`config.mk`:
```
export PLATFORM = sky130hd
export DESIGN_NAME = bst_sqrt
export DESIGN_NICKNAME = d
export VERILOG_FILES = /design/src/bst_sqrt.sv
export SDC_FILE = /design/constraint.sdc
export NUM_CORES = 1
export LEC_CHECK = 0
export BUFFER_PORTS_ARGS = -buffer_cell sky130_fd_sc_hd__buf_2
export CORE_MARGIN = 4
export CORE_UTILIZATION = 40
export CTS_BUF_LIST = sky130_fd_sc_hd__clkbuf_16
export DETAILED_ROUTE_END_ITERATION = 10
export PLACE_DENSITY_LB_ADDON = 0.15
export SYNTH_ARGS = -nofsm -noshare
export SYNTH_HDL_FRONTEND = slang
export SYNTH_SLANG_ARGS = --single-unit
```
`constraint.sdc`:
```
create_clock -name clk -period 8.3 [get_ports clk]
set_input_delay 0.83 -clock clk [delete_from_list [all_inputs] [get_ports clk]]
set_output_delay 0.83 -clock clk [all_outputs]
set_load 0.02 [all_outputs]
```
`src/bst_sqrt.sv`:
```
// ----------------------------------------------------------------------------
// bst_sqrt
// Iterative 64-bit integer square root, one root bit per cycle, rounded up.
// ----------------------------------------------------------------------------
module bst_sqrt (
	input  logic        clk,
	input  logic        arst_n,
	input  logic        start,
	input  logic [63:0] n,
	output logic        done,
	output logic [32:0] root_ceil
);

	logic        busy_q;
	logic        done_q;
	logic [4:0]  step_q;
	logic [33:0] rem_q;
	logic [31:0] root_q;
	logic [63:0] rad_q;
	logic [35:0] rem_t;
	logic [35:0] trial;
	logic        fits;

	assign rem_t = {rem_q, rad_q[63:62]};
	assign trial = {2'b00, root_q, 2'b01};
	assign fits  = rem_t >= trial;

	always_ff @(posedge clk or negedge arst_n) begin
		if (!arst_n) begin
			busy_q <= 1'b0;
			done_q <= 1'b0;
			step_q <= '0;
		end else begin
			done_q <= 1'b0;
			if (start) begin
				busy_q <= 1'b1;
				step_q <= '0;
			end else if (busy_q) begin
				step_q <= step_q + 5'd1;
				if (step_q == 5'd31) begin
					busy_q <= 1'b0;
					done_q <= 1'b1;
				end
			end
		end
	end

	always_ff @(posedge clk) begin
		if (start) begin
			rem_q  <= '0;
			root_q <= '0;
			rad_q  <= n;
		end else if (busy_q) begin
			rad_q <= rad_q << 2;
			if (fits) begin
				rem_q  <= 34'(rem_t - trial);
				root_q <= {root_q[30:0], 1'b1};
			end else begin
				rem_q  <= rem_t[33:0];
				root_q <= {root_q[30:0], 1'b0};
			end
		end
	end

	// exact root when nothing is left over
	assign root_ceil = {1'b0, root_q} + {32'd0, (rem_q != '0)};
	assign done      = done_q;

endmodule

```
* Yosys cells after proc, flatten, opt, wreduce, memory -nomap -nowiden
Index checks and enable logic that the tools add are counted.
** Word-level totals
- Flip-flop bits (word level) :: 137
- Bits in latches :: 0
- RAM bits :: 0
- Bits in read-only memories :: 0
- Input port bits :: 67
- Output and inout bits :: 34
- Memories kept :: 0
** Cells by class
- Add/sub/neg operators :: 3
- Multipliers :: 0
- Divide/modulo/power cells :: 0
- Order comparisons :: 1
- Equal/unequal tests :: 1
- Shift operators :: 0
- Multiplexer cells :: 12
- Bitwise logic cells :: 0
- Reduce and logical (&&, ||, !) cells :: 2
** Operator list (number)
- $mux W64 :: 2
- $ge A36 B34 Y1 :: 1
- $mux W34 :: 1
- $reduce_bool A34 Y1 :: 1
- $sub A34 B34 Y34 :: 1
- $add A32 B1 Y33 :: 1
- $mux W5 :: 2
- $mux W1 :: 7
- $add A5 B1 Y5 const B :: 1
- $eq A5 B5 Y1 const B :: 1
- $reduce_bool A2 Y1 :: 1

* Longest topological paths before layout
- Depth after elaboration :: 4
- Mapped depth :: 13

* Least setup slack after synthesis
Ideal clock, no wire load.
- Kind :: register to output
- Start :: register rem_q[32]
- End :: output port root_ceil[25]
- Arrival time :: 2.395 ns
- Required time :: 7.470 ns
- Path slack :: 5.075 ns
- Cell stages (with the launch flop) :: 11
- Path through :: dfxtp_1 -> or4_1 -> nor4_1 -> nand4_1 -> ha_1 -> nand3_1 -> nor3_1 -> and3_1 -> clkbuf_1 -> and4_1 -> xnor2_1
** Between the ends
- Longest elaborated chain between the ends :: 2
** RTL lines
- start: declaration :: RTL line 17 : logic [33:0] rem_q;
- start signal: assignment :: RTL line 56 : rem_q <= 34'(rem_t - trial);
- start signal: assignment :: RTL line 59 : rem_q <= rem_t[33:0];
- $reduce_bool A34 Y1 :: RTL line 66 : assign root_ceil = {1'b0, root_q} + {32'd0, (rem_q != '0)};
- $add A32 B1 Y33 :: RTL line 66
- end: declaration :: RTL line 11 : output logic [32:0] root_ceil
Every way passes these cells.

* Final worst setup path
- Start :: register rem_q[23]
- End :: output port root_ceil[28]
Same word-level chain as after synthesis.

==> run summary <==
The flow ran to the end, and the final reports show no timing, DRC or antenna violations. Among all flip-flop cells after synthesis, the most frequent one is sky130_fd_sc_hd__dfxtp_1. The register bit total from synthesis came out at 137. The total number of H-tree levels came out at 4.

The path class of the tightest hold or removal check is in -> async. The critical path's most frequent cell is sky130_fd_sc_hd__nand4_1. The register clock-pin slew on the reported worst setup and hold paths is 0.06 ns.

Setup repair after global routing left no endpoint under its margin. The worst path buffer plus inverter count came out at 1. The count of synthesis-stage warnings from yosys came out at 0. The summed instance area of the synthesized netlist came out at 8330 um2. The power share of the clock group is 0.236. Dividing the final minimum period by the clock period gives 0.531. The detailed-placement wirelength estimate is 14,300 um. The filler cell count came out at 1,976. The synthesized netlist net count is 953. The global-route wire length before repair came out at 33,300 um.

The number of hold violations in the final report is 0. The standard cell core area came out at 20,400 um2. The signal on the critical path passes through nor4_1 -> nand4_1 -> nor4_1 -> nand4_1 -> ha_1 -> ha_1 -> nand2_1 -> nor3_1 -> and3_1 -> and2_0 -> nand4_1 -> xnor2_1 -> buf_2. At the pin with the least slew margin, the transition time is 0.958 ns. After routing the design area is 9610 um2. The clock tree buffer depth came out at 2. The instance count of the mapped netlist came out at 848.

The leftover overflow at the end of global routing came out at 0. The number of global-route vias before repair is 6,349. The largest net degree at the start of global routing is 77. The y dimension of the die came out at 152 um. The global-route total usage across every layer is 0.173. The number of setup violations in the final report came out at 0. The via count is 6,463.

For this design the top-level I/O count stands at 101. The minimum clock period after layout is 4.41 ns. STA classifies the critical path startpoint as a flop. Once the clock tree was built, the setup fixing pass inserted 0 buffers. The initial core utilization is 0.409.

Before CTS, the worst setup slack after placement is 4.25 ns. The number of nets still failing antenna checks after routing came out at 0. The number of design rule violations left after detail routing is 0. The combined flip-flop and latch cell area is 3420 um2. The cell area after placement came out at 9020 um2. The post-synthesis async set-or-reset flop share came out at 0.0511. Along the worst path, the maximum fanout reaches 6. The category of cells accounting for the largest share of critical-path delay is simple AND/OR/NAND/NOR gates.

The data required time of the critical path is 7.47 ns. The count of antenna diodes in the layout is 0. The worst clock skew is 0.0113 ns. The proportion of power drawn by flip-flops and latches came out at 0.277. The sequential element share of the synthesized area came out at 0.410. The number of buffers added to fix hold violations after cts is 0. The tool flagged a number of max-cap violations equal to 0. The library cells used most frequently in the layout, excluding fill and tap cells, are 99 x sky130_fd_sc_hd__buf_2, 97 x sky130_fd_sc_hd__nor2_1, 66 x sky130_fd_sc_hd__dfxtp_1. For this design the ratio of total power to cell area is 340 nW/um2. The per-instance average area after synthesis is 9.83 um2.

The library cell used most frequently in the layout, excluding fill and tap cells, is sky130_fd_sc_hd__buf_2. The total clock buffers created by CTS is 17. Of the post-synthesis cell area, the dominant cell type holds 0.231. The setup slack after layout is 3.89 ns. The die area is 23,200 um2. The largest individual stage delay along the critical path comes from the cell sky130_fd_sc_hd__nor4_1. The worst-case vdd ir drop came out at 0.000146 V. The iteration count of the initial detailed-routing pass is 5. Measured on the finished design, the core utilization comes to 0.472.

For the worst-skew pair, the clock arrives at the later sink with an insertion delay of 0.42 ns. The net switching component of the power came out at 1300 uW. The final count of pins violating max slew came out at 0. The total internal power is 1970 uW. STA classifies the critical path endpoint as an output pin. The quantity of gates resized following cts is 0. The number of design-rule violations left by the first detailed-router iteration came out at 313. The number of cell rows came out at 52. The synthesized design spends more area on one cell type than any other, namely sky130_fd_sc_hd__edfxtp_1.

The area added between synthesis and finish came out at 15.3%. Yosys attributes the largest share of cell area to sky130_fd_sc_hd__edfxtp_1 23%, sky130_fd_sc_hd__dfxtp_1 16%, sky130_fd_sc_hd__mux2_2 8.4%. Synthesis instantiated 65 different standard cells from the library. The fraction of power consumed by combinational cells is 0.487.

The wire length after detailed routing came out at 20,000 um. The number of vias per cell is 5.33. The combined area of the multi-input logic cells came out at 4560 um2. The placer congestion estimate came out at 0.841.

The fraction of layout cells with a size suffix above 1 is 0.221. The summed negative setup slack over all endpoints came out at 0 ns. The initial antenna violation count came out at 2. The clock root buffer is sky130_fd_sc_hd__clkbuf_16. The sink count of the clock tree is 137. For flop-to-flop paths, the worst setup slack is 4.57 ns. In this run the tightest slew margin relative to its limit is 0.355. TritonCTS built the clock tree. The switching part of the total came out at 0.398.

Counting flops with a built-in enable in the synthesized netlist gives 64. The critical path is of the reg -> out type. The count of nets after finishing came out at 1,035. For this design the static power due to leakage is 0.00423 uW. The fmax came out at 227 MHz. The delay of the slowest cell on the worst path is 0.47 ns. Measured along the x axis, the die boundary spans 152 um. The signal arrival time at the worst endpoint came out at 3.58 ns.

The wire length per cell is 16.5 um. The number of input and output port buffers inserted came out at 100.
area by class of cell:
type                       count  area share
clock buffer                  17      0.0443
clock inverter                14      0.0167
inverter                      44      0.0172
multi-input combinational    625       0.474
sequential                   137       0.356
tap                          270      0.0352
timing repair buffer         105      0.0562
cell usage after synthesis, drive strengths merged, types with 3 or more instances:
master	instances
nor4	9
o21bai	5
dfxtp	66
edfxtp	64
nor2b	4
and3	20
xor2	14
a211oi	24
nor2	97
nand2	52
buf	13
nor3	16
and2	5
or3	6
nor3b	4
o21a	9
o211ai	5
clkbuf	29
a32oi	3
ha	38
o21ai	21
o311ai	9
a311oi	6
nand4	8
a21o	19
nand2b	3
xnor2	45
mux2	62
nand3	22
a21oi	29
a31oi	5
nand4b	4
inv	44
dfrtp	7
mux2i	56
sequential cells by signal, summed over array words and instances (netlist names):
name and count:
rad_q 64, rem_q 34, root_q 32, step_q 5
busy_q 1, done 1
path summary, 6_finish.rpt:
kind	from	endpoint	depth (start not counted)
max reg2reg	root_q[24]	rem_q[14]	11
max	rem_q[23]	root_ceil[28]	13
min in group clk	rem_q[27]	rem_q[29]	2
min	arst_n	done	1
min reg2reg	rem_q[27]	rem_q[29]	2
max in group asynchronous	arst_n	busy_q	1
power groups by stage:
stage	sequential (uW)	combinational (uW)	clock, uW
after floorplan	886	1270	0
after global placement	916	1590	0
after detailed placement	917	1580	0
after CTS	904	1590	788
after global routing	917	1770	820
final	904	1590	772
through the flow:
stage | hold slack (ns) | total power [uW] | instances
2_1_floorplan | 0.475 | 2160 | 848
3_3_place_gp | 0.502 | 2500 | 1181
3_5_place_dp | 0.513 | 2490 | 1181
4_1_cts | 0.212 | 3280 | 1212
5_1_grt | 0.216 | 3510 | 1212
6_report | 0.228 | 3270 | 1212
metal layers:
metal,routed length [um],share of wire,up-vias,track usage
li1,-,-,3249,-
met5,21,0.0010,-,0
met1,9360,0.47,3050,0.230
met3,1060,0.053,25,0.0534
met2,9330,0.47,135,0.275
met4,240,0.012,4,0.0428
cell families after synthesis:
family                     after synthesis  synth area share
and+or+nand+nor                        258             0.149
AOI/OAI and AO/OA                      152             0.129
DFF                                    137             0.410
muxes                                  118             0.151
buffers and inverters                   86            0.0425
xor gates and xnor gates                59            0.0620
adders and majority gates               38            0.0571
Note: power is estimated with default switching activity, not from simulation.
