===== config.mk =====
export PLATFORM = sky130hd
export DESIGN_NAME = bst_ram
export DESIGN_NICKNAME = d
export VERILOG_FILES = /design/src/bst_ram.sv
export SDC_FILE = /design/constraint.sdc
export NUM_CORES = 1
export LEC_CHECK = 0
export ABC_CLOCK_PERIOD_IN_PS = 4200
export BUFFER_PORTS_ARGS = -buffer_cell sky130_fd_sc_hd__buf_2
export CAP_MARGIN = 20
export CORE_ASPECT_RATIO = 2
export CORE_UTILIZATION = 50
export DETAILED_ROUTE_END_ITERATION = 10
export GPL_ROUTABILITY_DRIVEN = 0
export PLACE_DENSITY = 0.65
export SLEW_MARGIN = 5
export SYNTH_ARGS = -nofsm -noshare
export SYNTH_HDL_FRONTEND = slang
export SYNTH_SLANG_ARGS = --single-unit

===== constraint.sdc =====
create_clock -name clk -period 4.2 [get_ports clk]
set_input_delay 0.21 -clock clk [delete_from_list [all_inputs] [get_ports clk]]
set_output_delay 0.21 -clock clk [all_outputs]
set_load 0.02 [all_outputs]

===== src/bst_ram.sv =====
// ----------------------------------------------------------------------------
// bst_ram
// Generic RAM, one write port, two registered read ports.
// ----------------------------------------------------------------------------
module bst_ram #(
	parameter int unsigned WIDTH = 32,
	parameter int unsigned DEPTH = 12
) (
	input  logic                     clk,
	input  logic                     we,
	input  logic [$clog2(DEPTH)-1:0] waddr,
	input  logic [WIDTH-1:0]         wdata,
	input  logic [$clog2(DEPTH)-1:0] raddr_a,
	input  logic [$clog2(DEPTH)-1:0] raddr_b,
	output logic [WIDTH-1:0]         rdata_a,
	output logic [WIDTH-1:0]         rdata_b
);

	logic [WIDTH-1:0] mem_q [DEPTH];

	always_ff @(posedge clk) begin
		if (we) begin
			mem_q[waddr] <= wdata;
		end
		rdata_a <= mem_q[raddr_a];
		rdata_b <= mem_q[raddr_b];
	end

endmodule


; Word level (Yosys, flattened, before mapping)
; Memory sizes are Yosys's and may differ from the RTL's. A register that Yosys moved wholly into a read port is not among the register bits.
; Index checks and enable logic that the tools add are counted.
[totals]
latch_bits = 0
ff_bits = 0
memories = 1
word_cells = 3
ram_bits = 384
inputBits = 46
romBits = 0
[mem_list]
columns = name, words, width, rd, rd_clocked_by_memory_dff, wr, line
row1 = mem_q, 12, 32, 2, 2, 1, 19  ; logic [WIDTH-1:0] mem_q [DEPTH];
[classes]
muxes = 2
addsub = 0
n_lt_le_gt_ge = 0
multipliers = 0
div_mod_pow = 0
n_bitwise = 0
n_eq_ne = 0
shift = 0
reduce_logical = 0
[op_table]
columns = operator, count
row1 = $mux W1, 2

; Depth between registers and ports, before layout
; Gate-level depths: netlist of run 1.
[depth]
ltp_word = 2
mapped_depth = 6
mapped_depth_nobuf = 3

; Least setup slack after synthesis of run 1
; Ideal clock, no wire load.
[synth_path]
path_kind = input port to flip-flop
start = input port waddr[2]
end = memory mem_q[0][0] (enable)
cell_stages = 2
setup_ns = 0.461
t_arrival_ns = 2.929
required_ns = 3.739
setup_slack_ns = 0.810
n_path_buf = 0
path_cell_list = or3b_2 > nor3_1
[synth_rtl]
columns = item, line
row1 = start: declaration, 11  ; input logic [$clog2(DEPTH)-1:0] waddr,
row2 = end: declaration, 19
; Straight into the memory's write port.

==> results of run 1 <==
how the worst min path moves through the flow:
stage / startpoint / to / slack, ns
6_report: wdata[17] / mem_q[10][17] / 0.01
5_1_grt: wdata[17] / mem_q[7][17] / 0.02
4_1_cts: wdata[21] / mem_q[6][21] / 0.001
3_5_place_dp: wdata[6] / mem_q[1][6] / 0.54
3_3_place_gp: wdata[16] / mem_q[6][16] / 0.53
2_1_floorplan: wdata[0] / mem_q[0][0] / 0.31
per-stage QoR:
step                      hold slack (ns)  std cells  utilization (%)
after CTS                         0.00104       1610             57.8
after detailed placement            0.540       1521             54.1
after global routing               0.0184       1610             57.8
final                              0.0123       1610             57.8
after global placement              0.531       1521             54.1
after floorplan                     0.309        988                -
placed cells by master, fill, tap and decap left out, types with 3 or more instances in the layout:
cell type and n:
buf_4 33, nand2_1 33, o22ai_1 32, clkbuf_1 14, nor3_2 3, a22o_1 32
dfxtp_1 64, edfxtp_1 384, mux4_2 128, clkinv_1 7, mux2_1 30, mux2i_1 64
mux2_2 98, buf_2 107, dlygate4sd3_1 17, nor2_4 10, clkinv_2 4, clkbuf_16 41
o31ai_1 32
sequential cells by signal (all words and copies together), names as in the netlist:
register and count:
mem_q 384, rdata_a 32, rdata_b 32
power groups by stage:
stage	clock (uW)	sequential, uW	combinational [uW]
after floorplan	0	5190	445
after global placement	0	5120	816
after detailed placement	0	5130	827
after CTS	3520	5030	843
after global routing	3670	5040	883
final	3470	5030	833
worst reg2reg max path: stages, from the launching register on:
cell and delay, ns:
edfxtp_1 0.40, mux4_2 0.54, mux4_2 0.48
cell families (layout without fill, tap and decap cells):
family | after synthesis | count (layout) | synth area share [%]
DFF | 448 | 448 | 67.2
and+or+nand+nor | 54 | 54 | 1.20
muxes | 320 | 320 | 26.0
AOI/OAI and AO/OA | 96 | 96 | 3.78
buffers and inverters | 70 | 233 | 1.79
layer usage:
layer  GRT usage (%)  vias up  share of wire (%)
met2            44.3      376                 53
met1            31.5     5501                 38
met5               0        -              0.026
met3            3.20       83                5.8
li1                -     4378                  -
met4            8.59        2                3.0
final cells by class:
cell class | instances | area (um2)
flip-flops and latches | 448 | 12800
repair buffers | 161 | 1020
well taps | 459 | 574
multi-input cells | 470 | 6020
fillers | 2846 | 15800
clock buffers | 57 | 1110
clock inverters | 15 | 100
timing repair:
| action | CTS | global route |
|---|---|---|
| resized for setup | 0 | 0 |
| hold endpoints to repair | 178 | 0 |
| hold buffers | 17 | 0 |
==> summary.txt, run 1 <==
Clock network
  • H-tree Lvls: 2
  • Clock Latency Late Sink: 0.54 ns
  • CTS Buf Count: 40
  • Clock sinks: 448
  • Clock Tree Buf Depth: 3
  • Root Driver: clkbuf_16
  • Clk slew on worst S/H paths: 0.07 ns
  • Post-CTS Setup Bufs: 0
  • CTS tree: built

Pwr
  • Combinational share of power: 8.9%
  • Psw: 2100 uW
  • Clk pwr share: 37.2%
  • Peak supply drop: 0.230 mV
  • PnR Total Power: 9330 uW
  • Lkg Pwr: 0.00733 uW
  • Pwr dens: 431 mW/mm2
  • Seq pwr share: 53.9%
  • Switching Share: 22.5%
  • Int Pwr: 7230 uW

STA
  • Final clock period utilization by the worst path: 44.0%
  • RSZ-0062 raised after global routing: no
  • Post-route setup TNS: 0 ns
  • Skew final: 0.00743 ns
  • Worst Setup Slack, final: 2.35 ns
  • Crit path time final: 1.85 ns
  • Max Slew Vio Count: 0
  • Final setup fails: 0
  • Endpoints failing hold: 0
  • Slew margin rel.: 23.3%
  • Worst slew pin tran: 1.15 ns
  • Peak Freq: 541 MHz

Route
  • Drt first pass iters: 5
  • Remaining DRCs: 0
  • Via/cell ratio: 6.42
  • Routed Antenna Nets: 0
  • DR iter-0 viols: 807
  • DRT Wirelength: 47,000 um
  • Vias: 10.3k
  • Post-detailed-route wirelength per cell: 29.2 um

Hold path
  • Hold Path Class: input port to flop
  • Hold Path Depth: 1

Synthesis
  • Post-synth top area share: 60.5%
  • Sequential area share after synthesis: 67.2%
  • Syn_area_per_cell: 19.3 um2
  • FF+latch count, synth: 448
  • Netlist cell types: 21
  • Syn Std Cell Area: 0.0191 mm2
  • Most common cell in the netlist: edfxtp_1
  • Area leader, netlist: edfxtp_1
  • Ys flop type: edfxtp_1
  • Largest cells by area after synthesis: edfxtp_1 60%, mux4_2 15%, dfxtp_1 6.7%
  • Yosys warns: 0
  • Syn_nets: 1,034
  • Synth async-reset ratio: 0%
  • Mapped Cells: 988
  • Post-synth top cells: 384 x edfxtp_1, 128 x mux4_2, 98 x mux2_2
  • Post-synth EDFFs: 384

Final layout
  • Inserted Diodes: 0
  • Fin area: 0.0216 mm2
  • Share of layout cells above drive strength 1: 38.1%
  • Layout Area Growth over Synthesis: 13.4%
  • Final nets: 1,167

Setup path
  • WP data arrival: 2.26 ns
  • CP endpoint: rdata_b[30]
  • Startpoint types: input port
  • FF-to-FF path depth: 2
  • Worst setup path start: raddr_b[0]
  • Critical-path top delay cell: mux4_2
  • CP Capture Type: flop
  • Buf+Inv Stages, Crit Path: 2
  • RR Startpoint: mem_q[7][10]
  • Crit path top cell by count: mux4_2
  • Worst reg2reg setup slack: 2.66 ns
  • Reg-to-Reg End: rdata_b[10]
  • Kind of critical path: input port to flop
  • Worst path depth: 4
  • Crit-path cells: buf_6 -> buf_4 -> mux4_2 -> mux4_2
  • Top cell family by delay on the critical path: multiplexers
  • Crit-path max FO: 46
  • Required time worst endpoint: 4.61 ns
  • Biggest cell delay along the critical path: 0.58 ns

GRT
  • Largest net degree at the start of global routing: 86
  • Global-route wire length before repair: 69,900 um
  • Total track usage: 25.0%
  • Initial antenna violation count: 1
  • Global route overflow: 0
  • Vias in the first global route: 11.1k

Placed design
  • Pre-CTS setup slack: 1.76 ns
  • Quantity of I/O buffers inserted on ports: 109
  • Post-DP Area: 0.0202 mm2
  • Dpl hpwl: 26,400 um

Floorplanning
  • IO Pins: 110
  • Die width: 140 um
  • Initial core utilization: 51.0%
  • Row cnt: 100
  • Core ar.: 0.0374 mm2
  • Die outline area: 0.0390 mm2
  • Die height: 278 um

Flow run
  • Max-Cap Viols: 0

Run status
  • Run status: complete, no violations
No activity file was read; power rests on OpenSTA's default activity.
==> run 2: changes to the inputs <==
--- a/config.mk
+++ b/config.mk
@@ -5,7 +5,7 @@
 export SDC_FILE = /design/constraint.sdc
 export NUM_CORES = 1
 export LEC_CHECK = 0
-export ABC_CLOCK_PERIOD_IN_PS = 4200
+export ABC_CLOCK_PERIOD_IN_PS = 1900
 export BUFFER_PORTS_ARGS = -buffer_cell sky130_fd_sc_hd__buf_2
 export CAP_MARGIN = 20
 export CORE_ASPECT_RATIO = 2
==> constraint.sdc (replaced) <==
create_clock -name clk -period 1.9 [get_ports clk]
set_input_delay 0.095 -clock clk [delete_from_list [all_inputs] [get_ports clk]]
set_output_delay 0.095 -clock clk [all_outputs]
set_load 0.02 [all_outputs]
==> run 2 against run 1 <==
Net effect: global-route usage up 0.073 points; combinational power up 140%; register-to-register slack worse by 2.3 ns; worst setup slack worse by 2.0 ns; critical path type is now flop to flop.
==> summary.txt, run 2 (synthesis gave the netlist of run 1 again) <==
Run status
  • Run status: complete, no violations

GRT
  • Total track usage: 25.1% (+0.073 points)
  • Met2 usage: 44.7% (+0.33 points)
  • Busiest grt layer: met2
  • Met3 Usage GRT: 3.08% (-0.12 points)
  • Global route overflow: 0 (unchanged)
  • Met1 Resource Use GR: 30.7% (-0.84 points)
  • Initial antenna violation count: 0 (-1)
  • Vias in the first global route: 11.3k (+2.0%)
  • Largest net degree at the start of global routing: 65 (-24%)
  • Global-route wire length before repair: 70,200 um (+0.43%)

STA
  • Worst slew pin tran: 1.08 ns (-0.0719 ns)
  • Endpoints failing hold: 0 (unchanged)
  • Final clock period utilization by the worst path: 80.7%
  • Crit path time final: 1.53 ns
  • RSZ-0062 raised after global routing: no
  • Slew margin rel.: 27.9% (+4.6 points)
  • Final setup fails: 0 (unchanged)
  • Max Slew Vio Count: 0 (unchanged)
  • Skew final: 0.0136 ns (+0.00620 ns)
  • Peak Freq: 652 MHz

Route
  • Via/cell ratio: 6.36 (-0.91%)
  • DR iter-0 viols: 844 (+4.6%)
  • Remaining DRCs: 0 (unchanged)
  • Post-detailed-route wirelength per cell: 28.5 um (-2.4%)
  • Routed Antenna Nets: 0 (unchanged)
  • Drt first pass iters: 5 (unchanged)
  • Vias: 10.4k (+0.94%)
  • DRT Wirelength: 46,800 um (-0.61%)

Placed design
  • Quantity of I/O buffers inserted on ports: 109 (unchanged)
  • Post-DP Area: 0.0208 mm2 (+2.8%)
  • Dpl hpwl: 26,200 um (-0.77%)
  • Placed Instances: 1,537 (+1.1%)

Final layout
  • Fin area: 0.0224 mm2 (+3.6%)
  • Largest register FFs: 384 (unchanged)
  • Post-Layout Cell Count: 1,640 (+1.9%)
  • Area of the multi-input gates: 0.00604 mm2 (+0.31%)
  • Sequential cell area: 0.0128 mm2 (unchanged)
  • Core Util, Final: 59.9% (+2.1 points)
  • Fillers: 2,760 (-3.0%)
  • Share of layout cells above drive strength 1: 38.8% (+0.73 points)
  • Commonest non-fill, non-tap cells in the layout: 384 x edfxtp_1, 128 x mux4_2, 107 x buf_2
  • Inserted Diodes: 0 (unchanged)
  • Commonest non-fill, non-tap cell in the layout: edfxtp_1
  • Final nets: 1,197 (+2.6%)
  • Biggest regs: mem_q (384), rdata_a (32), rdata_b (32)
  • Layout Area Growth over Synthesis: 17.5%
  • Register with the most flip-flops: mem_q

Clock network
  • Clock Latency Late Sink: 0.55 ns (about the same)
  • Post-CTS Setup Bufs: 0 (unchanged)
  • Clock Tree Buf Depth: 3 (unchanged)
  • Clock sinks: 448 (unchanged)
  • CTS Buf Count: 39 (-2.5%)
  • CTS tree: built
  • H-tree Lvls: 2 (unchanged)
  • Root Driver: clkbuf_16
  • Clk slew on worst S/H paths: 0.07 ns (about the same)
  • Resized Gates After CTS: 0 (unchanged)

Setup path
  • Top cell family by delay on the critical path: multiplexers
  • Buf+Inv Stages, Crit Path: 0 (-2)
  • Crit-path max FO: 2 (-96%)
  • Critical-path top delay cell: mux4_2
  • Crit path top cell by count: mux4_2
  • Kind of critical path: flop to flop
  • Crit-path cells: mux4_2 -> mux4_2
  • Biggest cell delay along the critical path: 0.51 ns (-0.07 ns)
  • WP data arrival: 1.94 ns (-0.32 ns)
  • Worst reg2reg setup slack: 0.37 ns (-2.29 ns)
  • CP Capture Type: flop
  • Required time worst endpoint: 2.31 ns (-2.30 ns)
  • Startpoint types: flop

Floorplanning
  • Die width: 140 um (unchanged)
  • Core ar.: 0.0374 mm2 (unchanged)
  • Initial core utilization: 51.0% (unchanged)
  • Row cnt: 100 (unchanged)
  • Die height: 278 um (unchanged)
  • IO Pins: 110 (unchanged)
  • Die outline area: 0.0390 mm2 (unchanged)

Pwr
  • Lkg Pwr: 0.00765 uW (+4.4%)
  • Peak supply drop: 0.646 mV (+180%)
  • Pwr dens: 941 mW/mm2 (+120%)

Hold path
  • Hold Path Class: input port to flop

Flow run
  • Max-Cap Viols: 0 (unchanged)
## run 2: cell types whose count changed in the layout (fill, tap and decap cells not counted), moves of 2 or more
cell / delta
nor3_4: +3
dlygate4sd3_1: +15
buf_12: +34
clkinv_2: +4
bufinv_16: +3
nor3_2: -3
buf_4: -18
clkbuf_8: -2
clkbuf_1: -4
## run 2: routing by layer
metal / wire (um) / up-vias / share of wire (%)
met5: 0 / - / 0
met4: 1830 / 0 / 3.9
met3: 2390 / 104 / 5.1
met2: 25000 / 358 / 54
met1: 17500 / 5532 / 37
li1: - / 4443 / -
## run 2: final timing paths
path                      from           to  depth (start not counted)
setup / recovery  mem_q[5][22]  rdata_b[22]                          2
setup reg to reg  mem_q[5][22]  rdata_b[22]                          2
hold / removal      raddr_a[3]  rdata_a[30]                          4
hold reg to reg   mem_q[10][7]   rdata_b[7]                          2
## run 2: final cells by class
type	instances	share of cell area (%)
clock buffer	51	4.75
clock inverter	20	0.888
multi-input combinational	470	26.9
sequential	448	57.2
tap	459	2.56
timing repair buffer	192	7.64
## run 2: power breakdown
| group | switching, uW | internal [uW] | total, uW |
|---|---|---|---|
| sequential | 138 | 11000 | 11100 |
| combinational | 1060 | 902 | 1960 |
| clock | 3490 | 4510 | 8000 |
| total | 4680 | 16400 | 21100 |
## run 2: repair_timing
action / in CTS / in global routing
hold buffers: 32 / 0
hold endpoints to repair: 384 / 0
setup endpoints to repair: 0 / 0
## run 2: worst register-to-register path: cells and delay by family (launching register included)
kind / cells / cell delay [ns]
muxes: 2 / 1.02
DFF: 1 / 0.39
## run 2: per-stage QoR
step,hold WS [ns],TNS (ns),setup WS (ns),power (uW)
2_1_floorplan,0.194,-46.08,-0.515,12500
3_3_place_gp,0.410,0,0.107,13200
3_5_place_dp,0.422,0,0.0721,13300
4_1_cts,0.0796,0,0.354,21200
5_1_grt,0.110,0,0.334,21700
6_report,0.0971,0,0.367,21100
